## src/hdl/tcc_pkg.sv

```systemverilog
// Package for the timed color crossfade unit: fixed field widths, fixed-point
// constants, the shared multiply-add opcodes and the input clamp functions.
// No dependencies.
package tcc_pkg;

  localparam int FRAC_BITS = 16;               // fraction bits of the blend weight
  localparam int F_W       = FRAC_BITS + 1;    // weight spans 0..1.0 inclusive
  localparam int VAL_W     = 15;               // stored density / color width
  localparam int MA_W      = 31;               // widest multiplicand (blend sum)
  localparam int ACC_W     = MA_W + F_W;
  localparam int OUT_W     = 8;                // color output width
  localparam int CLR_SHIFT = 30;               // color blend fraction bits
  localparam int NCH       = 4;                // red, green, blue, density

  localparam logic [F_W-1:0]   F_ONE     = F_W'(1) << FRAC_BITS;
  localparam logic [VAL_W-1:0] ONE_Q14   = 15'd16384;
  localparam logic [VAL_W-1:0] GRAY_Q14  = 15'd4915;
  localparam logic [ACC_W-1:0] RB_HALF   = ACC_W'(1) << (FRAC_BITS - 1);
  localparam logic [ACC_W-1:0] CLR_HALF  = ACC_W'(1) << (CLR_SHIFT - 1);
  localparam logic [1:0]       CH_DENS   = 2'd3;

  typedef enum logic [1:0] {
    MAC_HOLD = 2'd0,
    MAC_LOAD = 2'd1,
    MAC_ADD  = 2'd2
  } mac_op_t;

  function automatic logic [VAL_W-1:0] clamp_dens(input logic signed [15:0] v);
    return v[15] ? '0 : v[VAL_W-1:0];
  endfunction

  function automatic logic [VAL_W-1:0] clamp_color(input logic signed [15:0] v);
    logic [VAL_W-1:0] res;
    if (v[15]) begin
      res = '0;
    end else if (v[VAL_W-1:0] > ONE_Q14) begin
      res = ONE_Q14;
    end else begin
      res = v[VAL_W-1:0];
    end
    return res;
  endfunction

endpackage

```

## src/hdl/tcc_if.sv

```systemverilog
// Valid/ready channel interfaces of the crossfade unit: request beats in,
// result beats out. No dependencies.
interface tcc_req_if;
  logic               valid;
  logic               ready;
  logic               req_type;
  logic [31:0]        now_ms;
  logic signed [15:0] new_density;
  logic signed [15:0] new_red;
  logic signed [15:0] new_green;
  logic signed [15:0] new_blue;
  logic [15:0]        fade_ms;

  modport source (output valid, req_type, now_ms, new_density, new_red, new_green,
                  new_blue, fade_ms, input ready);
  modport sink (input valid, req_type, now_ms, new_density, new_red, new_green,
                new_blue, fade_ms, output ready);
endinterface

interface tcc_rsp_if;
  logic        valid;
  logic        ready;
  logic [7:0]  out_red;
  logic [7:0]  out_green;
  logic [7:0]  out_blue;
  logic [14:0] out_density;
  logic        fading;

  modport source (output valid, out_red, out_green, out_blue, out_density, fading,
                  input ready);
  modport sink (input valid, out_red, out_green, out_blue, out_density, fading,
                output ready);
endinterface

```

## src/hdl/tcc_div.sv

```systemverilog
// Radix-2 restoring divider for the blend weight: quot = (num << 16) / den,
// num <= den, one quotient bit per cycle. Depends on tcc_pkg.
module tcc_div import tcc_pkg::*; #(
  parameter int W = 16
) (
  input  logic           clk,
  input  logic           rst,
  input  logic           start,
  input  logic [W-1:0]   num,
  input  logic [W-1:0]   den,
  output logic           done,
  output logic [F_W-1:0] quot
);

  localparam int CNT_W = $clog2(F_W);

  logic [W:0]       r;
  logic [W-1:0]     d;
  logic [CNT_W-1:0] cnt;
  logic             run;
  logic             ge;
  logic [W:0]       r_sub;

  assign ge    = r >= {1'b0, d};
  assign r_sub = ge ? (r - {1'b0, d}) : r;

  always_ff @(posedge clk) begin
    if (rst) begin
      run  <= 1'b0;
      done <= 1'b0;
    end else begin
      done <= 1'b0;
      if (start) begin
        run <= 1'b1;
        cnt <= CNT_W'(FRAC_BITS);
      end else if (run) begin
        cnt <= cnt - 1'b1;
        if (cnt == '0) begin
          run  <= 1'b0;
          done <= 1'b1;
        end
      end
    end
  end

  // remainder stays below den after each subtract, so the shift fits W+1 bits
  always_ff @(posedge clk) begin
    if (start) begin
      r    <= {1'b0, num};
      d    <= den;
      quot <= '0;
    end else if (run) begin
      r    <= {r_sub[W-1:0], 1'b0};
      quot <= {quot[F_W-2:0], ge};
    end
  end

endmodule

```

## src/hdl/tcc_mac.sv

```systemverilog
// Shared multiply-accumulate unit of the crossfade unit: one 31x17 multiply
// per cycle, loaded into or added onto the accumulator. Depends on tcc_pkg.
module tcc_mac import tcc_pkg::*; (
  input  logic             clk,
  input  mac_op_t          op,
  input  logic [MA_W-1:0]  a,
  input  logic [F_W-1:0]   b,
  output logic [ACC_W-1:0] acc
);

  logic [ACC_W-1:0] prod;

  assign prod = ACC_W'(a) * ACC_W'(b);

  always_ff @(posedge clk) begin
    case (op)
      MAC_LOAD: acc <= prod;
      MAC_ADD:  acc <= acc + prod;
      default:  acc <= acc;
    endcase
  end

endmodule

```

## src/hdl/timed_color_crossfade_unit.sv

```systemverilog
// Timed color crossfade unit: top level with the sequencer and state store.
// Depends on tcc_pkg, tcc_if, tcc_div and tcc_mac.
//
// Usage: one request beat on req (query, or set a new target with a fade
// duration) gives exactly one result beat on rsp: the blended RGB at 8 bits,
// the blended Q8.8 density and the fading flag, all at the request's time.
// The block works on one request at a time; req.ready is high only while it
// is idle, so it takes no new beat before it is through with the last one.
// The steps from the accepting edge to result valid:
//   a query with no fade running blends the four channels,
//   a running fade first adds the 17-step serial divide for the weight,
//   a set with zero duration first adds the target update,
//   a set with nonzero duration first rebases the start values (four
//   blends, after a divide if a fade was already running).
// All blends share one multiply-accumulate unit.
// A finished result sits in the output register until rsp.ready; the next
// request is accepted meanwhile, and its result waits if the register is
// still full. Reset (rst, synchronous) clears the fade, sets the target and
// start colors to 0.3 gray and density to zero, and drops rsp.valid.
module timed_color_crossfade_unit import tcc_pkg::*; #(
  parameter int TIME_BITS     = 32,
  parameter int DURATION_BITS = 16,
  parameter int COLOR_OUT_MAX = 255
) (
  input  logic      clk,
  input  logic      rst,
  tcc_req_if.sink   req,
  tcc_rsp_if.source rsp
);

  localparam int END_W = ((TIME_BITS > DURATION_BITS) ? TIME_BITS : DURATION_BITS) + 1;

  typedef enum logic [9:0] {
    ST_IDLE  = 10'b00_0000_0001,
    ST_UPD   = 10'b00_0000_0010,
    ST_PREP  = 10'b00_0000_0100,
    ST_DIVW  = 10'b00_0000_1000,
    ST_MUL_S = 10'b00_0001_0000,
    ST_MUL_T = 10'b00_0010_0000,
    ST_ROUND = 10'b00_0100_0000,
    ST_SCALE = 10'b00_1000_0000,
    ST_CWB   = 10'b01_0000_0000,
    ST_LOAD  = 10'b10_0000_0000
  } state_t;

  state_t state;

  logic                     rebase;
  logic [TIME_BITS-1:0]     now_r;
  logic [DURATION_BITS-1:0] dur_r;
  logic [DURATION_BITS-1:0] dur_in;
  logic [VAL_W-1:0]         new_v    [NCH];
  logic [VAL_W-1:0]         start_v  [NCH];
  logic [VAL_W-1:0]         target_v [NCH];
  logic [DURATION_BITS-1:0] fade_len;
  logic [END_W-1:0]         fade_end;
  logic [F_W-1:0]           f_r;
  logic [1:0]               ch;
  logic                     fading_r;
  logic [OUT_W-1:0]         res_color [3];
  logic [VAL_W-1:0]         res_density;
  logic                     out_valid;

  // weight setup
  logic [END_W:0]           diff;
  logic                     ahead;
  logic                     over;
  logic                     active;
  logic [DURATION_BITS-1:0] rem;

  // shared unit
  mac_op_t          mac_op;
  logic [MA_W-1:0]  mac_a;
  logic [F_W-1:0]   mac_b;
  logic [ACC_W-1:0] acc;
  logic [ACC_W-1:0] rb_sum;
  logic [ACC_W-1:0] clr_sum;
  logic [VAL_W-1:0] rb;
  logic [OUT_W-1:0] cval;

  logic             div_start;
  logic             div_done;
  logic [F_W-1:0]   div_quot;

  assign req.ready = (state == ST_IDLE);
  assign dur_in    = DURATION_BITS'(req.fade_ms);

  assign diff   = {1'b0, fade_end} - (END_W + 1)'(now_r);
  assign ahead  = !diff[END_W] && (diff[END_W-1:0] != '0);
  assign over   = diff[END_W-1:0] > END_W'(fade_len);
  assign rem    = over ? fade_len : diff[DURATION_BITS-1:0];
  assign active = ahead && (fade_len != '0);

  assign div_start = (state == ST_PREP) && active;

  assign rb_sum  = acc + RB_HALF;
  assign rb      = rb_sum[FRAC_BITS +: VAL_W];
  assign clr_sum = acc + CLR_HALF;
  assign cval    = clr_sum[CLR_SHIFT +: OUT_W];

  always_comb begin
    mac_op = MAC_HOLD;
    mac_a  = MA_W'(start_v[ch]);
    mac_b  = f_r;
    unique case (state)
      ST_MUL_S: mac_op = MAC_LOAD;
      ST_MUL_T: begin
        mac_op = MAC_ADD;
        mac_a  = MA_W'(target_v[ch]);
        mac_b  = F_ONE - f_r;
      end
      ST_SCALE: begin
        mac_op = MAC_LOAD;
        mac_a  = acc[MA_W-1:0];
        mac_b  = F_W'(COLOR_OUT_MAX);
      end
      default: mac_op = MAC_HOLD;
    endcase
  end

  tcc_div #(.W(DURATION_BITS)) u_div (
    .clk   (clk),
    .rst   (rst),
    .start (div_start),
    .num   (rem),
    .den   (fade_len),
    .done  (div_done),
    .quot  (div_quot)
  );

  tcc_mac u_mac (
    .clk (clk),
    .op  (mac_op),
    .a   (mac_a),
    .b   (mac_b),
    .acc (acc)
  );

  // sequencer and fade state
  always_ff @(posedge clk) begin
    if (rst) begin
      state    <= ST_IDLE;
      rebase   <= 1'b0;
      fade_len <= '0;
      fade_end <= '0;
      for (int i = 0; i < NCH; i++) begin
        start_v[i]  <= (i == int'(CH_DENS)) ? '0 : GRAY_Q14;
        target_v[i] <= (i == int'(CH_DENS)) ? '0 : GRAY_Q14;
      end
    end else begin
      unique case (state)
        ST_IDLE: begin
          if (req.valid) begin
            now_r         <= TIME_BITS'(req.now_ms);
            dur_r         <= dur_in;
            new_v[0]      <= clamp_color(req.new_red);
            new_v[1]      <= clamp_color(req.new_green);
            new_v[2]      <= clamp_color(req.new_blue);
            new_v[CH_DENS] <= clamp_dens(req.new_density);
            rebase        <= req.req_type && (dur_in != '0);
            if (req.req_type && (dur_in == '0)) begin
              state <= ST_UPD;
            end else begin
              state <= ST_PREP;
            end
          end
        end
        ST_UPD: begin
          for (int i = 0; i < NCH; i++) target_v[i] <= new_v[i];
          fade_len <= dur_r;
          fade_end <= END_W'(now_r) + END_W'(dur_r);
          rebase   <= 1'b0;
          state    <= ST_PREP;
        end
        ST_PREP: begin
          fading_r <= ahead;
          ch       <= '0;
          if (active) begin
            state <= ST_DIVW;
          end else begin
            f_r   <= '0;
            state <= ST_MUL_S;
          end
        end
        ST_DIVW: begin
          if (div_done) begin
            f_r   <= div_quot;
            state <= ST_MUL_S;
          end
        end
        ST_MUL_S: state <= ST_MUL_T;
        ST_MUL_T: state <= ST_ROUND;
        ST_ROUND: begin
          if (rebase) begin
            start_v[ch] <= rb;
            if (ch == CH_DENS) begin
              state <= ST_UPD;
            end else begin
              ch    <= ch + 2'd1;
              state <= ST_MUL_S;
            end
          end else if (ch == CH_DENS) begin
            res_density <= rb;
            state       <= ST_LOAD;
          end else begin
            state <= ST_SCALE;
          end
        end
        ST_SCALE: state <= ST_CWB;
        ST_CWB: begin
          res_color[ch] <= cval;
          ch            <= ch + 2'd1;
          state         <= ST_MUL_S;
        end
        ST_LOAD: begin
          if (!out_valid || rsp.ready) state <= ST_IDLE;
        end
        default: state <= ST_IDLE;
      endcase
    end
  end

  // output register
  always_ff @(posedge clk) begin
    if (rst) begin
      out_valid <= 1'b0;
    end else if ((state == ST_LOAD) && (!out_valid || rsp.ready)) begin
      out_valid <= 1'b1;
    end else if (rsp.ready) begin
      out_valid <= 1'b0;
    end
  end

  always_ff @(posedge clk) begin
    if ((state == ST_LOAD) && (!out_valid || rsp.ready)) begin
      rsp.out_red     <= res_color[0];
      rsp.out_green   <= res_color[1];
      rsp.out_blue    <= res_color[2];
      rsp.out_density <= res_density;
      rsp.fading      <= fading_r;
    end
  end

  assign rsp.valid = out_valid;

  // one request in flight at a time
  a_one_in_flight: assert property (@(posedge clk) disable iff (rst)
    (req.valid && req.ready) |=> !req.ready)
    else $error("request accepted while busy");

  // a result beat appears only out of the final load step
  a_rsp_from_load: assert property (@(posedge clk) disable iff (rst)
    $rose(rsp.valid) |-> $past(state == ST_LOAD))
    else $error("result valid without load step");

  // the weight never exceeds 1.0
  a_weight_range: assert property (@(posedge clk) disable iff (rst)
    (state == ST_MUL_S) |-> (f_r <= F_ONE))
    else $error("blend weight out of range");

  // the divider only finishes while the sequencer waits for it
  a_div_done: assert property (@(posedge clk) disable iff (rst)
    div_done |-> (state == ST_DIVW))
    else $error("divider result not expected");

endmodule

```

## src/flat_wrapper.sv

```systemverilog
// flat-port wrapper written by rule: the top's interface ports become plain ports
module timed_color_crossfade_unit_flat import tcc_pkg::*;
#(
  parameter int TIME_BITS     = 32,
  parameter int DURATION_BITS = 16,
  parameter int COLOR_OUT_MAX = 255
)
  (clk, rst, req_valid, req_req_type, req_now_ms, req_new_density, req_new_red, req_new_green, req_new_blue, req_fade_ms, req_ready, rsp_valid, rsp_out_red, rsp_out_green, rsp_out_blue, rsp_out_density, rsp_fading, rsp_ready);
  tcc_req_if req_i ();
  tcc_rsp_if rsp_i ();
  input  logic clk;
  input  logic rst;
  input wire logic [$bits(req_i.valid)-1:0] req_valid;
  input wire logic [$bits(req_i.req_type)-1:0] req_req_type;
  input wire logic [$bits(req_i.now_ms)-1:0] req_now_ms;
  input wire logic [$bits(req_i.new_density)-1:0] req_new_density;
  input wire logic [$bits(req_i.new_red)-1:0] req_new_red;
  input wire logic [$bits(req_i.new_green)-1:0] req_new_green;
  input wire logic [$bits(req_i.new_blue)-1:0] req_new_blue;
  input wire logic [$bits(req_i.fade_ms)-1:0] req_fade_ms;
  output wire logic [$bits(req_i.ready)-1:0] req_ready;
  output wire logic [$bits(rsp_i.valid)-1:0] rsp_valid;
  output wire logic [$bits(rsp_i.out_red)-1:0] rsp_out_red;
  output wire logic [$bits(rsp_i.out_green)-1:0] rsp_out_green;
  output wire logic [$bits(rsp_i.out_blue)-1:0] rsp_out_blue;
  output wire logic [$bits(rsp_i.out_density)-1:0] rsp_out_density;
  output wire logic [$bits(rsp_i.fading)-1:0] rsp_fading;
  input wire logic [$bits(rsp_i.ready)-1:0] rsp_ready;
  assign req_i.valid = req_valid;
  assign req_i.req_type = req_req_type;
  assign req_i.now_ms = req_now_ms;
  assign req_i.new_density = req_new_density;
  assign req_i.new_red = req_new_red;
  assign req_i.new_green = req_new_green;
  assign req_i.new_blue = req_new_blue;
  assign req_i.fade_ms = req_fade_ms;
  assign req_ready = req_i.ready;
  assign rsp_valid = rsp_i.valid;
  assign rsp_out_red = rsp_i.out_red;
  assign rsp_out_green = rsp_i.out_green;
  assign rsp_out_blue = rsp_i.out_blue;
  assign rsp_out_density = rsp_i.out_density;
  assign rsp_fading = rsp_i.fading;
  assign rsp_i.ready = rsp_ready;
  timed_color_crossfade_unit #(.TIME_BITS(TIME_BITS), .DURATION_BITS(DURATION_BITS), .COLOR_OUT_MAX(COLOR_OUT_MAX)) u_core (.clk(clk), .rst(rst), .req(req_i), .rsp(rsp_i));
endmodule
```

## config.mk

```make
export PLATFORM = sky130hd
export DESIGN_NAME = timed_color_crossfade_unit_flat
export DESIGN_NICKNAME = d
export VERILOG_FILES = /design/src/hdl/tcc_pkg.sv /design/src/hdl/tcc_if.sv /design/src/hdl/tcc_div.sv /design/src/hdl/tcc_mac.sv /design/src/hdl/timed_color_crossfade_unit.sv /design/src/flat_wrapper.sv
export SDC_FILE = /design/constraint.sdc
export NUM_CORES = 2
export LEC_CHECK = 0
export BUFFER_PORTS_ARGS = -buffer_cell sky130_fd_sc_hd__buf_2
export CAP_MARGIN = 20
export CORE_UTILIZATION = 40
export DETAILED_ROUTE_END_ITERATION = 12
export REMOVE_ABC_BUFFERS = 1
export SLEW_MARGIN = 20
export SYNTH_ARGS = -nofsm -noshare
export SYNTH_HDL_FRONTEND = slang
export SYNTH_SLANG_ARGS = --single-unit
```

## constraint.sdc

```tcl
create_clock -name clk -period 24.7 [get_ports clk]
set_input_delay 3.705 -clock clk [delete_from_list [all_inputs] [get_ports clk]]
set_output_delay 3.705 -clock clk [all_outputs]
set_load 0.01 [all_outputs]
```

After elaboration in Yosys (flattened, before gate mapping)
Memory sizes are Yosys's and may differ from the RTL's. A register that Yosys moved wholly into a read port is not among the register bits.
Index checks and enable logic that the tools add are counted.
{"block": "word_totals", "ff_bits": 265, "mem_bits_rw": 204, "n_memories": 4}
{"memory": "u_core.new_v", "words": 4, "word_bits": 15, "read_ports": 4, "rd_clocked_by_memory_dff": 0, "wr": 4, "line": "timed_color_crossfade_unit.sv:52", "source": "logic [VAL_W-1:0] new_v [NCH];"}
{"memory": "u_core.start_v", "words": 4, "word_bits": 15, "read_ports": 1, "rd_clocked_by_memory_dff": 1, "wr": 4, "line": "timed_color_crossfade_unit.sv:53", "source": "logic [VAL_W-1:0] start_v [NCH];"}
{"memory": "u_core.target_v", "words": 4, "word_bits": 15, "read_ports": 1, "rd_clocked_by_memory_dff": 1, "wr": 4, "line": "timed_color_crossfade_unit.sv:54", "source": "logic [VAL_W-1:0] target_v [NCH];"}
{"memory": "u_core.res_color", "words": 3, "word_bits": 8, "read_ports": 3, "rd_clocked_by_memory_dff": 3, "wr": 1, "line": "timed_color_crossfade_unit.sv:60", "source": "logic [OUT_W-1:0] res_color [3];"}
{"block": "classes", "add_sub_neg": 9, "mul": 1, "n_lt_le_gt_ge": 5, "eq_ne": 19, "mux": 73, "bitwise_logic": 7, "reduce_logical": 31}
{"operator": "2-to-1 mux 15 bit", "count": 21}
{"operator": "one-hot mux 10 bit (10 select lines)", "count": 1}
{"operator": "one-hot mux 48 bit (2 select lines)", "count": 1}
{"operator": "one-hot mux 17 bit (2 select lines)", "count": 2}
{"operator": "2-to-1 mux 16 bit", "count": 4}
{"operator": "one-hot mux 31 bit (2 select lines)", "count": 1}
{"operator": "2-to-1 mux 10 bit", "count": 5}
{"operator": "adder 48 bit", "count": 1}
{"operator": "multiplier 31 x 17 -> 48 bit", "count": 1}
{"operator": "greater-than comparator 15 bit (second input constant)", "count": 3}
{"operator": "adder 38 x 30 -> 38 bit (second input constant)", "count": 1}
{"operator": "2-to-1 mux 17 bit", "count": 2}
{"operator": "subtractor 33 x 32 -> 34 bit", "count": 1}
{"operator": "adder 32 x 16 -> 33 bit", "count": 1}
{"operator": "greater-than comparator 33 x 16 -> 1 bit", "count": 1}
{"operator": "nonzero test 33 bit", "count": 1}
{"operator": "nonzero test 16 bit", "count": 2}
{"operator": "adder 31 x 16 -> 31 bit (second input constant)", "count": 1}
{"operator": "2-to-1 mux 1 bit", "count": 24}
{"operator": ">= comparator 17 x 16 -> 1 bit", "count": 1}
{"operator": "subtractor 17 bit (first input constant)", "count": 1}
{"operator": "zero test 16 bit", "count": 1}
{"operator": "subtractor 16 bit", "count": 1}
{"operator": "2-to-1 mux 5 bit", "count": 3}
{"operator": "35 further kinds", "count": 64}

Depth between registers and ports, before layout
{"block": "depth", "depth_word": 7, "depth_mapped": 45, "ltp_nobuf": 43}

Cells and area by module
From an unflattened synthesis, not the netlist that was laid out.
{"block": "unflattened", "hier_cells": 4496, "hier_area_um2": 44149.8}
{"mod": "tcc_mac", "n_inst": 1, "cells_per_inst": 2530, "area_each_um2": 21614.5}
{"mod": "timed_color_crossfade_unit", "n_inst": 1, "cells_per_inst": 1659, "area_each_um2": 19334.8}
{"mod": "tcc_div", "n_inst": 1, "cells_per_inst": 307, "area_each_um2": 3200.6}

Least setup slack after synthesis
No wires, ideal clock.
{"block": "synth_path", "kind": "reg2reg", "startpoint": "reg (tool-made name)", "endpoint": "reg u_core.u_mac.acc[34] (data pin)", "setup_time_ns": 0.260, "arrival_time_ns": 9.901, "setup_slack_ns": 14.539, "path_stages_with_launch": 38, "synth_period_minus_slack_ns": 10.161, "cell_sequence": "dfxtp_1 -> buf_1 -> clkbuf_1 -> mux4_2 -> a221oi_1 -> nor2_1 -> fa_1 -> inv_1 -> fa_1 -> inv_1 -> ha_1 -> fa_1 -> fa_1 -> inv_1 -> fa_1 -> inv_1 -> ha_1 -> or3_1 -> [2 not listed] -> o21a_1 -> o21ai_0 -> nand2b_1 -> a21oi_1 -> xnor2_1 -> ha_1 -> a21o_1 -> a21o_1 -> a21o_1 -> a211oi_1 -> o21a_1 -> o32ai_1 -> and2_1 -> o41ai_1 -> a311oi_1 -> a31oi_1 -> xnor2_1 -> mux2_2"}
{"item": "end signal, assigned", "line": "tcc_mac.sv:17", "source": "MAC_LOAD: acc <= prod;"}
{"item": "end signal, assigned", "line": "tcc_mac.sv:18", "source": "MAC_ADD: acc <= acc + prod;"}
{"item": "end, declared", "line": "tcc_mac.sv:8", "source": "output logic [ACC_W-1:0] acc"}

Worst setup path in the final report
{"block": "layout_path", "startpoint": "reg u_core.state[0]", "endpoint": "reg u_core.u_mac.acc[34] (data pin)"}
{"block": "layout_via", "elab_chain_cells": 5, "word_cells_on_any_way": 12, "cone_classes": "add/sub (1); mul (1); eq/ne (5); mux (4); reduce/logical (1)"}
{"item": "start, declared", "line": "timed_color_crossfade_unit.sv:46", "source": "state_t state;"}
{"item": "start signal, assigned", "line": "timed_color_crossfade_unit.sv:142", "source": "state <= ST_IDLE;"}
{"item": "start signal, assigned", "line": "timed_color_crossfade_unit.sv:162", "source": "state <= ST_UPD;"}
{"item": "start signal, assigned", "line": "timed_color_crossfade_unit.sv:164", "source": "state <= ST_PREP;"}
{"item": "equality test 10 x 8 -> 1 bit (tied with other cells)", "line": "timed_color_crossfade_unit.sv:105", "source": "unique case (state)"}
{"item": "one-hot mux 31 bit (2 select lines) (tied with other cells)", "line": "timed_color_crossfade_unit.sv:105"}
{"item": "multiplier 31 x 17 -> 48 bit / one-hot mux 2 bit (2 select lines) (equally long branches)", "line": "tcc_mac.sv:13, timed_color_crossfade_unit.sv:105"}
{"item": "adder 48 bit (tied with other cells)", "line": "tcc_mac.sv:18"}
{"item": "one-hot mux 48 bit (2 select lines) (*)", "line": "tcc_mac.sv:16", "source": "case (op)"}
Mark *: on every way between the ends. The rest lies on a longest branch, timed or not.
A chain may end at the register's enable or synchronous reset.

==> results.json <==
{
  "clock_sinks": 485,
  "syn_area_sq_um": 38800,
  "root_buffer": "clkbuf_16",
  "cts_made_buffers": 45,
  "syn_avg_cell_area_sq_um": 10.2,
  "final_nets": 4711,
  "report.final.slew_viol_count": 0,
  "grt_pass1_wl_um": 152000,
  "synth-main-ff-cell": "edfxtp_1",
  "wl_met1_um": 44400,
  "max_stage_delay_ps": 870,
  "cap_violations": 0,
  "async_flop_share_pct": 0,
  "fillers": 9237,
  "start_kind": "flop",
  "r2r_slack_ps": 13310,
  "grt_max_degree": 115,
  "synth.most_common_cell": "inv_1",
  "crit_top_cell": "fa_1",
  "slowest_stage": "a221oi_1",
  "fin_hold_ws_ps": 419,
  "diodes": 0,
  "finClkSkew_ps": 19.9,
  "drive_above_1_share_pct": 9.48,
  "hold_end": "rsp_out_blue[4]",
  "setup_viol": 0,
  "rows": 113,
  "tns_ps": 0,
  "critPathArrivalTime_ps": 11720,
  "met2_length_um": 43400,
  "post_cts_resized": 0,
  "tightest_slew_ps": 1090,
  "critPathTopFamily": "adder cells",
  "synth_cells": 3795,
  "fmax_mhz": 87.8,
  "wl_met3_um": 5330,
  "critical_path_class": "reg -> reg",
  "slew_headroom_pct": 27.2,
  "die_w_um": 314,
  "vias": 27100,
  "drt_iter0_markers": 1967,
  "ant_nets": 0,
  "period_minus_slack_ps": 11390,
  "rsz0062_at_grt": "false",
  "timing.critical_path.buf_inv": 7,
  "track_usage_pct": 19.6,
  "clockBufferDepth": 3,
  "io_buffers": 158,
  "r2r-start": "u_core.state[0]",
  "synth_area_leaders": "edfxtp_1 (31%), fa_1 (20%), ha_1 (6.7%), inv_1 (5.6%), dfxtp_1 (4.3%)",
  "synth_edf_count": 402,
  "cts_tree": "yes",
  "whs_path_depth": 0,
  "fin_area_sq_um": 42900,
  "seq_area_frac_synth_pct": 35.4,
  "cp-end-kind": "flop",
  "ys_types": 81,
  "highest_layer": "met4",
  "synth_top_area_share_pct": 31.1,
  "synth_area_leader_cell": "edfxtp_1",
  "via_per_inst": 5.11,
  "hp-class": "reg -> reg",
  "finalHoldViolations": 0,
  "gp_congestion": 0.926,
  "ios": 159,
  "yosysWarnings": 0,
  "status": "completed",
  "initial_utilization_pct": 40.6,
  "wirelength_um": 94700,
  "synth-seq-cells": 485,
  "grt_pass1_vias": 27600,
  "worstHoldStart": "u_core.res_color[2][4]",
  "setup_ws_ps": 13310,
  "die_h_um": 314,
  "cp.required_ps": 25040,
  "synthTopCellsByCount": "inv_1 (576), nand2_1 (431), edfxtp_1 (402), fa_1 (395), nor2_1 (284)",
  "period_share_pct": 46.1,
  "firstDrtPassIters": 5,
  "hpwl_um": 74200,
  "cp_max_fo": 22,
  "globalRoute.totalOverflow": 0,
  "cp.depth": 39,
  "post_dp_cell_area_sq_um": 41400,
  "die_area_sq_um": 98300,
  "clock_latency_ps": 590,
  "post_drt_wl_per_cell_um": 17.9,
  "postCtsSetupBuffers": 0,
  "drc": 0,
  "dp_slack_ps": 13190,
  "r2r-end": "u_core.u_mac.acc[34]",
  "reg2reg_depth": 39,
  "antenna_found_initial": 2,
  "cts-hold-fix-buffers": 0,
  "clk_pin_slew_ps": 70,
  "synthToLayoutAreaGrowth_pct": 10.6,
  "core_sq_um": 95600,
  "cts-htree-levels": 2
}
[worst max path at each step]
stage | startpoint | endpoint | slack, ps
CTS | u_core.state[0] | u_core.u_mac.acc[36] | 13130
global route | u_core.state[0] | u_core.u_mac.acc[34] | 12490
finish | u_core.state[0] | u_core.u_mac.acc[34] | 13310
detailed placement | u_core.state[0] | u_core.u_mac.acc[36] | 13190
floorplan | u_core.state[9] | u_core.u_mac.acc[34] | 4710
global placement | u_core.state[0] | u_core.u_mac.acc[34] | 13500
[per-stage QoR]
step | cells | utilization (%)
finish | 5293 | 44.9
global route | 5293 | 44.9
CTS | 5290 | 44.9
detailed placement | 5206 | 43.3
global placement | 5206 | 43.3
floorplan | 3741 | -
[layout make-up]
class | instances | area (sq um) | share of cell area (%)
multi-input combinational | 2680 | 22800 | 53.1
sequential | 485 | 13700 | 32.0
timing repair buffer | 203 | 1120 | 2.62
clock inverter | 34 | 395 | 0.921
tap | 1265 | 1580 | 3.69
clock buffer | 50 | 1140 | 2.67
inverter | 576 | 2160 | 5.03
[logic make-up (layout without fill, tap and decap cells)]
logic type | count (synthesis) | in the layout | share of synthesized area [%]
other cells | 2 | 90 | 0.0193
compound gates | 537 | 537 | 8.87
simple gates | 1193 | 1193 | 14.5
xor+xnor | 158 | 158 | 3.56
mux | 99 | 99 | 3.62
fa+ha+maj | 603 | 603 | 27.1
buf+inv | 718 | 863 | 7.01
flops | 485 | 485 | 35.4
[per-layer routing]
metal / up-vias / track usage, %
li1: 12900 / -
met1: 13400 / 28.1
met2: 684 / 31.8
met3: 105 / 2.52
met4: 0 / 3.80
met5: - / 0
[flip-flops by register name, indices dropped and copies added, names as in the netlist, 17 cells and up, named ones only]
name / flops
u_core.target_v: 60
u_core.u_mac.acc: 38
u_core.f_r: 17
u_core.new_v: 60
u_core.start_v: 60
u_core.fade_end: 33
u_core.res_color: 24
u_core.u_div.r: 17
u_core.now_r: 32
u_core.u_div.quot: 17
[cells in the final DEF, fill, tap and decap left out, drive strengths merged, types with 10 or more instances in the layout]
master	Yosys	layout
or2	12	12
nand4	25	25
ha	208	208
xnor2	117	117
nor2b	45	45
a21o	66	66
mux4	30	30
inv	576	580
and3	23	23
nor2	284	284
nand3	65	65
xor2	41	41
or3	41	41
a21oi	181	181
nor3	38	38
a211o	11	11
clkinv	0	19
dfxtp	83	83
nand2b	30	30
nand2	432	432
o21a	31	31
and2	134	134
buf	11	202
a221o	10	10
mux2i	39	39
o21bai	15	15
fa	395	395
a221oi	12	12
nor4	28	28
a211oi	27	27
mux2	30	30
o211ai	10	10
clkbuf	131	51
o21ai	109	109
edfxtp	402	402
conb	2	90
[worst reg2reg max path: cells and delay by family, from the launching register on]
family	cells	cell delay, ps
AOI/OAI and AO/OA	12	3120
adders and majority gates	8	3880
xor gates and xnor gates	2	260
DFF	1	320
and+or+nand+nor	9	2190
buffers and inverters	7	1100
muxes	1	260
Power is left out: the tool's default activity adds up to more than one toggle a clock period on the data nets, which glitch-free logic cannot reach.
